==> config.mk <==
export PLATFORM = sky130hd
export DESIGN_NAME = alarm_section_arming_controller_unit
export DESIGN_NICKNAME = d
export VERILOG_FILES = /design/src/hdl/asac_pkg.sv /design/src/hdl/asac_core.sv /design/src/hdl/alarm_section_arming_controller_unit.sv
export SDC_FILE = /design/constraint.sdc
export NUM_CORES = 1
export LEC_CHECK = 0
export BUFFER_PORTS_ARGS = -buffer_cell sky130_fd_sc_hd__buf_2
export CELL_PAD_IN_SITES_DETAIL_PLACEMENT = 1
export CELL_PAD_IN_SITES_GLOBAL_PLACEMENT = 2
export CORE_MARGIN = 3
export CORE_UTILIZATION = 35
export CTS_BUF_LIST = sky130_fd_sc_hd__clkbuf_16
export CTS_CLUSTER_DIAMETER = 150
export DETAILED_ROUTE_END_ITERATION = 16
export MAX_ROUTING_LAYER = met4
export PLACE_DENSITY_LB_ADDON = 0.15
export SETUP_SLACK_MARGIN = 0.15
export SYNTH_ARGS = -nofsm -noshare
export SYNTH_HDL_FRONTEND = slang
export SYNTH_SLANG_ARGS = --single-unit
==> constraint.sdc <==
create_clock -name clk -period 3.65 [get_ports clk]
set_input_delay 0.73 -clock clk [delete_from_list [all_inputs] [get_ports clk]]
set_output_delay 0.73 -clock clk [all_outputs]
set_load 0.01 [all_outputs]
==> src/hdl/asac_pkg.sv <==
// ----------------------------------------------------------------------------
// asac_pkg
// Types and constants shared by the section arming controller modules.
// ----------------------------------------------------------------------------
`default_nettype none

package asac_pkg;

  // Stream and configuration port widths
  localparam int TDATA_W   = 16;
  localparam int CFG_IDX_W = 1;
  localparam int CFG_W     = 16;
  localparam int ZONE_W    = 6;
  localparam int SRC_W     = 4;

  // Configuration register indexes
  localparam logic [CFG_IDX_W-1:0] REG_EXIT_DELAY  = 1'd0;
  localparam logic [CFG_IDX_W-1:0] REG_ENTRY_DELAY = 1'd1;

  typedef enum logic [1:0] {
    CMD_TICK   = 2'd0,
    CMD_ZONE   = 2'd1,
    CMD_ARM    = 2'd2,
    CMD_DISARM = 2'd3
  } cmd_t;

  typedef enum logic [1:0] {
    REACT_NONE    = 2'd0,
    REACT_DELAY   = 2'd1,
    REACT_INSTANT = 2'd2,
    REACT_24H     = 2'd3
  } react_t;

  typedef enum logic [1:0] {
    MODE_UNKNOWN = 2'd0,
    MODE_UNSET   = 2'd1,
    MODE_SET     = 2'd2
  } mode_t;

  typedef enum logic [1:0] {
    EV_NONE  = 2'd0,
    EV_UNSET = 2'd1,
    EV_SET   = 2'd2,
    EV_ALARM = 2'd3
  } event_t;

  // One input beat, split into fields
  typedef struct packed {
    logic [SRC_W-1:0]  access_source;
    react_t            reaction;
    logic [ZONE_W-1:0] zone;
    cmd_t              cmd;
  } in_item_t;

  // One result beat, split into fields
  typedef struct packed {
    logic              entry_delay_active;
    logic              exit_delay_active;
    logic              alarm_active;
    mode_t             mode;
    logic              may_alarm;
    logic              mode_changed;
    logic [ZONE_W-1:0] event_source;
    event_t            event_kind;
  } out_item_t;

  // Configuration write bundle
  typedef struct packed {
    logic                 we;
    logic [CFG_IDX_W-1:0] index;
    logic [CFG_W-1:0]     data;
  } cfg_wr_t;

endpackage : asac_pkg

`default_nettype wire

==> src/hdl/asac_core.sv <==
// ----------------------------------------------------------------------------
// asac_core
// Section state, delay registers and the single-step update for one beat.
// ----------------------------------------------------------------------------
`default_nettype none

module asac_core #(
  parameter int ZONE_COUNT = 64,
  parameter int DELAY_BITS = 16
) (
  input  wire logic                clk,
  input  wire logic                rst,
  input  wire asac_pkg::cfg_wr_t   cfg,
  input  wire logic                step,
  input  wire asac_pkg::in_item_t  item,
  output asac_pkg::out_item_t      result
);
  import asac_pkg::*;

  localparam int CNT_W = DELAY_BITS + 1;

  logic [DELAY_BITS-1:0] exit_delay;
  logic [DELAY_BITS-1:0] entry_delay;

  mode_t             section_mode, section_mode_next;
  logic              alarm_flag, alarm_flag_next;
  logic              exit_flag, exit_flag_next;
  logic              entry_flag, entry_flag_next;
  logic [CNT_W-1:0]  countdown, countdown_next;
  logic [ZONE_W-1:0] pending_zone, pending_zone_next;

  event_t            ev_kind;
  logic [ZONE_W-1:0] ev_src;
  logic              changed;
  logic              may_alarm;
  logic              zone_ok;

  // Delay registers
  always_ff @(posedge clk) begin
    if (rst) begin
      exit_delay  <= DELAY_BITS'(30);
      entry_delay <= DELAY_BITS'(30);
    end else if (cfg.we) begin
      case (cfg.index)
        REG_EXIT_DELAY:  exit_delay  <= DELAY_BITS'(cfg.data);
        REG_ENTRY_DELAY: entry_delay <= DELAY_BITS'(cfg.data);
        default: ;
      endcase
    end
  end

  assign zone_ok = 32'(item.zone) < 32'(ZONE_COUNT);

  // Reaction check against the mode held before the step
  always_comb begin
    case (section_mode)
      MODE_UNSET: may_alarm = (item.reaction == REACT_24H);
      MODE_SET:   may_alarm = (item.reaction != REACT_NONE);
      default:    may_alarm = 1'b0;
    endcase
  end

  // One step of the section
  always_comb begin
    section_mode_next = section_mode;
    alarm_flag_next   = alarm_flag;
    exit_flag_next    = exit_flag;
    entry_flag_next   = entry_flag;
    countdown_next    = countdown;
    pending_zone_next = pending_zone;
    ev_kind           = EV_NONE;
    ev_src            = '0;
    changed           = 1'b0;

    case (item.cmd)
      CMD_TICK: begin
        if (countdown != '0) begin
          countdown_next = countdown - CNT_W'(1);
          // expiry: end exit delay, fire the delayed alarm if an entry delay is pending
          if (countdown == CNT_W'(1)) begin
            exit_flag_next = 1'b0;
            if (entry_flag) begin
              alarm_flag_next = 1'b1;
              ev_kind         = EV_ALARM;
              ev_src          = pending_zone;
              entry_flag_next = 1'b0;
            end
          end
        end
      end
      CMD_ZONE: begin
        if (zone_ok) begin
          if (section_mode == MODE_SET) begin
            if (item.reaction == REACT_DELAY) begin
              if (countdown == '0) begin
                pending_zone_next = item.zone;
                countdown_next    = {1'b0, entry_delay} + CNT_W'(1);
                entry_flag_next   = 1'b1;
              end
            end else if (item.reaction == REACT_INSTANT ||
                         item.reaction == REACT_24H) begin
              alarm_flag_next = 1'b1;
              ev_kind         = EV_ALARM;
              ev_src          = item.zone;
            end
          end else if (section_mode == MODE_UNSET) begin
            if (item.reaction == REACT_24H) begin
              alarm_flag_next = 1'b1;
              ev_kind         = EV_ALARM;
              ev_src          = item.zone;
            end
          end
        end
      end
      CMD_ARM: begin
        if (section_mode != MODE_SET) begin
          countdown_next    = {1'b0, exit_delay} + CNT_W'(1);
          exit_flag_next    = 1'b1;
          alarm_flag_next   = 1'b0;
          ev_kind           = EV_SET;
          ev_src            = ZONE_W'(item.access_source);
          section_mode_next = MODE_SET;
          changed           = 1'b1;
        end
      end
      CMD_DISARM: begin
        // exit flag kept as is
        if (section_mode != MODE_UNSET) begin
          entry_flag_next   = 1'b0;
          alarm_flag_next   = 1'b0;
          countdown_next    = '0;
          ev_kind           = EV_UNSET;
          ev_src            = ZONE_W'(item.access_source);
          section_mode_next = MODE_UNSET;
          changed           = 1'b1;
        end
      end
      default: ;
    endcase
  end

  // State registers, updated once per stepped beat
  always_ff @(posedge clk) begin
    if (rst) begin
      section_mode <= MODE_UNKNOWN;
      alarm_flag   <= 1'b0;
      exit_flag    <= 1'b0;
      entry_flag   <= 1'b0;
      countdown    <= '0;
      pending_zone <= '0;
    end else if (step) begin
      section_mode <= section_mode_next;
      alarm_flag   <= alarm_flag_next;
      exit_flag    <= exit_flag_next;
      entry_flag   <= entry_flag_next;
      countdown    <= countdown_next;
      pending_zone <= pending_zone_next;
    end
  end

  assign result.event_kind         = ev_kind;
  assign result.event_source       = ev_src;
  assign result.mode_changed       = changed;
  assign result.may_alarm          = may_alarm;
  assign result.mode               = section_mode_next;
  assign result.alarm_active       = alarm_flag_next;
  assign result.exit_delay_active  = exit_flag_next;
  assign result.entry_delay_active = entry_flag_next;

endmodule : asac_core

`default_nettype wire

==> src/hdl/alarm_section_arming_controller_unit.sv <==
// ----------------------------------------------------------------------------
// alarm_section_arming_controller_unit
// Arming controller for one intrusion-alarm section, streaming interface.
// ----------------------------------------------------------------------------
// Usage:
//   s_axis carries commands (tick, zone signal, arm, disarm); each beat gives
//   exactly one result beat on m_axis, in order. cfg_we/cfg_index/cfg_data
//   write the exit delay (index 0) and entry delay (index 1); write only while
//   the block is idle.
// Path: the input register holds a beat, then one step of the section logic
//   feeds its result into the output register.
// Throughput: one beat per cycle while m_axis_tready is high; the section state
//   is registered at each step, so back-to-back beats see each other's effect.
// Reset: rst (synchronous) puts the section in the unknown mode with all
//   flags and the delay timer clear, and both delay registers at 30 ticks;
//   a delay of N expires on tick N+1. Stall: while m_axis_tready is low the
//   result holds; one more beat is taken into the input register, then s_axis_tready drops until the output drains.
// ----------------------------------------------------------------------------
`default_nettype none

module alarm_section_arming_controller_unit #(
  parameter int ZONE_COUNT = 64,
  parameter int DELAY_BITS = 16
) (
  input  wire logic                           clk,
  input  wire logic                           rst,
  // slave stream
  input  wire logic                           s_axis_tvalid,
  output logic                                s_axis_tready,
  // cmd[1:0], zone[7:2], reaction[9:8], access_source[13:10], zero[15:14]
  input  wire logic [asac_pkg::TDATA_W-1:0]   s_axis_tdata,
  // master stream
  output logic                                m_axis_tvalid,
  input  wire logic                           m_axis_tready,
  // event_kind[1:0], event_source[7:2], mode_changed[8], may_alarm[9],
  // mode[11:10], alarm_active[12], exit_delay_active[13],
  // entry_delay_active[14], zero[15]
  output logic [asac_pkg::TDATA_W-1:0]        m_axis_tdata,
  // configuration write
  input  wire logic                           cfg_we,
  input  wire logic [asac_pkg::CFG_IDX_W-1:0] cfg_index,
  input  wire logic [asac_pkg::CFG_W-1:0]     cfg_data
);
  import asac_pkg::*;

  logic      in_valid;
  in_item_t  in_item;
  logic      out_valid;
  out_item_t out_item;
  out_item_t step_result;
  logic      advance;
  cfg_wr_t   cfg;

  assign cfg.we    = cfg_we;
  assign cfg.index = cfg_index;
  assign cfg.data  = cfg_data;

  // Handshake: input stage moves on when the output stage is free
  assign advance       = in_valid && (!out_valid || m_axis_tready);
  assign s_axis_tready = !in_valid || advance;

  // Input register
  always_ff @(posedge clk) begin
    if (rst) begin
      in_valid <= 1'b0;
    end else if (s_axis_tready) begin
      in_valid <= s_axis_tvalid;
    end
  end

  always_ff @(posedge clk) begin
    if (s_axis_tready && s_axis_tvalid) begin
      in_item <= in_item_t'(s_axis_tdata[$bits(in_item_t)-1:0]);
    end
  end

  asac_core #(
    .ZONE_COUNT (ZONE_COUNT),
    .DELAY_BITS (DELAY_BITS)
  ) u_core (
    .clk    (clk),
    .rst    (rst),
    .cfg    (cfg),
    .step   (advance),
    .item   (in_item),
    .result (step_result)
  );

  // Output register
  always_ff @(posedge clk) begin
    if (rst) begin
      out_valid <= 1'b0;
    end else if (advance) begin
      out_valid <= 1'b1;
    end else if (m_axis_tready) begin
      out_valid <= 1'b0;
    end
  end

  always_ff @(posedge clk) begin
    if (advance) begin
      out_item <= step_result;
    end
  end

  assign m_axis_tvalid = out_valid;
  assign m_axis_tdata  = TDATA_W'(out_item);

  // A full input stage must not be overwritten while the output is stalled
  a_no_overrun: assert property (@(posedge clk) disable iff (rst)
    in_valid && out_valid && !m_axis_tready |-> !s_axis_tready)
    else $error("input stage accepted a beat while blocked");

  // An accepted mode change always reports an arm or disarm event
  a_change_event: assert property (@(posedge clk) disable iff (rst)
    out_valid && out_item.mode_changed |->
      (out_item.event_kind == EV_SET || out_item.event_kind == EV_UNSET))
    else $error("mode change without arm or disarm event");

  // Disarm leaves no alarm and no entry delay behind
  a_disarm_clears: assert property (@(posedge clk) disable iff (rst)
    out_valid && out_item.event_kind == EV_UNSET |->
      (!out_item.alarm_active && !out_item.entry_delay_active &&
       out_item.mode == MODE_UNSET))
    else $error("disarm did not clear alarm or entry delay");

endmodule : alarm_section_arming_controller_unit

`default_nettype wire
==> results.md <==
- In the final timing run, aggregate negative setup slack is 0 ns.
- Clock-pin slew was measured on the worst setup and hold paths at 0.07 ns.
- Leaving out fill and tap cells, the most frequent cells in the layout are sky130_fd_sc_hd__nand2_1, sky130_fd_sc_hd__dfxtp_1, sky130_fd_sc_hd__buf_2.
- In this run, post-CTS repair resized a total of 0 instances.
- The cell area after placement is 4950 sq um.
- The die covers 14300 sq um.
- The global-route met1 utilization is 24.6%.
- The share of synthesized area occupied by flip-flops and latches is 46.8%.
- The total design power is 0.00244 W.
- The number of distinct library cells after synthesis is 53.
- TritonCTS built the clock tree.
- VDD sags by at most 0.267 mV.
- The Yosys step of the flow raised 0 warnings.
- In the routed design, unresolved DRC markers number 0.
- The area of the core is roughly 12000 sq um.
- Relative to the synthesized area, the layout overhead comes to 16.3%.
- The number of max-cap violations is 0.
- The number of primary I/O pins is 56.
- The overall fraction of global-route tracks in use is 19.1%.
- In this run, the number of DRC markers left after iteration 0 of detailed routing was 205.
- The kind of cell with the highest combined delay along the critical path is simple AND/OR/NAND/NOR gates.
- The worst-case clock skew is 0.0121 ns.
- In this run, synthesis inferred 29 flip-flops with an integrated enable.
- The cell count after synthesis is a little over 500.
- The number of nets in the final layout is 613.
- The number of nets handed over by synthesis was 567.
- The most frequent standard cell in the layout excluding fill and tap cells is sky130_fd_sc_hd__nand2_1.
- The path class of the tightest hold or removal check is flip-flop to flip-flop.
- The synthesized design contains 91 register bits.
- Entering global routing, the biggest net connects 53 pins.
- The initial core utilization is 36.7%.
- The number of buffers inserted during clock tree synthesis is 9.
- In the synthesized netlist the dominant register cell turns out to be sky130_fd_sc_hd__dfxtp_1.
- Sorting the synthesized cells by area gives the leading types as sky130_fd_sc_hd__dfxtp_1, sky130_fd_sc_hd__edfxtp_1, sky130_fd_sc_hd__nand2_1.
- The final weighted congestion of routability-driven global placement is ~0.84.
- The number of antenna-violating nets in the routed design is 0.
- Global routing used between 30% and 40% of the available met2 tracks.
- The finished cells cover 5250 sq um.
- In the synthesized netlist the async set-or-reset flop fraction comes to 0%.
- The fraction of synthesized cell area taken by the top area cell type is 27.5%.
- The largest stage delay on the critical path is 0.62 ns.
- After synthesis, the largest family of logic cells by area is simple AND/OR/NAND/NOR gates.
- The quantity of I/O buffers inserted on ports is 52.
- The flow ran to the end, and the final reports show no timing, DRC or antenna violations.
- The shortest clock period the worst path allows after layout is 3.01 ns.
- The static power due to leakage is between 2 and 2.5 nW.
- The cell count after placement is 722.
- The clock drives 91 sinks.
- The count of buffering cells on the critical path with inverters included is 0.
- Walking the worst path, the cells encountered are or4_4 -> or4_1 -> o41ai_2 -> and3_1 -> nand2_1 -> o32ai_1.
- The proportion of layout cells with a drive suffix above 1 is between 10% and 20%.
- The endpoint class of the critical path is a flip-flop.
- The part of the cycle the worst path needs is 82.5%.
- In this run the power density over the cells is between 400 and 500 nW/um^2.
- Data on the critical path is required at its endpoint by 3.90 ns.
- The library cell with the largest summed area after synthesis is sky130_fd_sc_hd__dfxtp_1.
- The critical path data arrival time is roughly 3.3 ns.
- The worst-case clock buffer depth is 2.
- Global routing consumed, on the met3 layer, 4.62% of the routing resources.
- The cell with the largest stage delay on the worst path is sky130_fd_sc_hd__or4_1.
- The total length of routed wires is approximately 13000 microns.
- After global routing the overflow that remains totals 0.
- The final non-filler cell total is 738.
- For the worst-skew pair, the clock arrives at the later sink with an insertion delay of 0.35 ns.
- The H-tree was split into 3 levels.
- The most used routing layer in global routing is met2.
- The mux share of post-synthesis cell area is under 10%.
- 0 antenna diodes ended up in the layout.
- The worst pin sits at a relative slew slack of 53.1%.
- The max-slew violation count is 0.
- The average wire length per cell after detail routing is 17.4 microns.
- For this design, the CTS-stage hold fixing added 0 buffers.
- The count of buffers added by post-CTS timing repair for setup is 0.
- The horizontal die dimension is 120 microns.
- The first-pass GRT wire length is 21000 microns.
- Averaged over all synthesized cells, the footprint is 8.70 sq um.
- Hold is met by roughly 0.46 ns.
- The clock tree root buffer cell is sky130_fd_sc_hd__clkbuf_16.
- For this run, the detailed router's first-pass iteration total came to 4.
- The per-cell via count in the routed design is between 5 and 6.
- Summing the areas of all compound-gate instances in the mapped netlist gives 16.8% of the synthesized area.
- At the pin with the least slew margin, the transition time is roughly 0.69 ns.
- The initial antenna violation count is 0.
- The post-synth design cell area is 4520 sq um.
- Of all nets on the critical path, the largest fanout is 9.
- Setup repair after global routing left no endpoint under its margin.
- The wire-length estimate of the detail-placed layout is 9130 microns.
- The simple logic cell fraction of the synthesized area is 21.7%.
- Static timing analysis puts the maximum clock frequency at 332 MHz.
- The number of failing setup endpoints in the final timing report is 0.
- The adder-cell area share of the yosys netlist is 2.77%.
- The via count of the first global-routing pass is approximately 4000.
- The classification of the worst setup path is flip-flop to flip-flop.
- The via total after detailed routing is 3876.
- Summing the areas of all xor and xnor instances in the mapped netlist gives 2.13% of the synthesized area.
- Measured along the y axis, the die boundary spans 120 microns.
- The worst setup path is launched from a flip-flop.
- The final count of hold timing violations came to 0.
- The number of standard-cell rows in the floorplan is 40.
-- final timing paths --
path	from	end	slack, ns	depth (start not counted)
min reg2reg	u_core.exit_delay[14]	u_core.exit_delay[14]	0.46	2
max	u_core.countdown[4]	u_core.countdown[12]	0.64	6
max reg2reg	u_core.countdown[4]	u_core.countdown[12]	0.64	6
min	u_core.exit_delay[14]	u_core.exit_delay[14]	0.46	2
-- layout make-up --
type | count | area (sq um)
inverter | 26 | 97.6
clock inverter | 7 | 76.3
clock buffer | 9 | 225
tap | 168 | 210
multi-input combinational | 374 | 2190
timing repair buffer | 63 | 343
sequential | 91 | 2110
fill | 1497 | 7060
-- per-layer routing --
layer | vias to the layer above | wire [microns] | share of wire, %
met1 | 1884 | 6330 | 49
met4 | 0 | 126 | 0.98
met3 | 8 | 301 | 2.3
li1 | 1935 | - | -
met5 | - | 0 | 0
met2 | 49 | 6080 | 47
-- state kept, by name, indices dropped and copies added, names as in the netlist --
signal               flops
u_core.countdown        17
u_core.entry_delay      16
u_core.exit_delay       16
m_axis_tdata            15
in_item                 14
u_core.pending_zone      6
u_core.section_mode      2
in_valid                 1
m_axis_tvalid            1
u_core.alarm_flag        1
u_core.entry_flag        1
u_core.exit_flag         1
-- power by group --
part           total (W)  switching (W)  internal, W
logic           0.000360       0.000228     0.000132
registers        0.00113      0.0000349      0.00109
clock network   0.000948       0.000412     0.000535
-- metrics by stage --
| step | setup slack, ns | util [%] |
|---|---|---|
| after floorplan | 0.428 | - |
| final | 0.640 | 42.7 |
| after detailed placement | 0.667 | 40.2 |
| after CTS | 0.658 | 42.7 |
| after global routing | 0.355 | 42.7 |
| after global placement | 0.722 | 40.2 |
-- tightest hold or removal path, stage by stage (launching register included) --
cell and delay [ns]:
sky130_fd_sc_hd__dfxtp_1 0.31, sky130_fd_sc_hd__nand2_1 0.05, sky130_fd_sc_hd__a21oi_1 0.06
-- cells by family (layout without fill, tap and decap cells) --
kind of cell	after synthesis	in the layout
AND/OR/NAND/NOR	211	211
AO/OA/AOI/OAI	119	119
other	1	1
flip-flops	91	91
adder cells (fa/ha/maj)	10	10
XOR/XNOR	11	11
buffers and inverters	54	105
multiplexers	22	22
-- synthesized netlist by cell type (all sizes together), types with 4 or more instances --
| master | n |
|---|---|
| a211oi | 5 |
| a21o | 4 |
| a21oi | 49 |
| a222oi | 5 |
| a22oi | 5 |
| and3 | 5 |
| buf | 7 |
| clkbuf | 21 |
| dfxtp | 62 |
| edfxtp | 29 |
| ha | 10 |
| inv | 26 |
| mux2 | 4 |
| mux2i | 18 |
| nand2 | 99 |
| nand2b | 6 |
| nand3 | 27 |
| nand3b | 5 |
| nand4 | 5 |
| nor2 | 32 |
| nor2b | 5 |
| nor3 | 13 |
| nor4 | 4 |
| o21ai | 22 |
| o22ai | 4 |
| o32ai | 9 |
| xnor2 | 4 |
| xor2 | 7 |
Power figures use the tool's default switching activity.
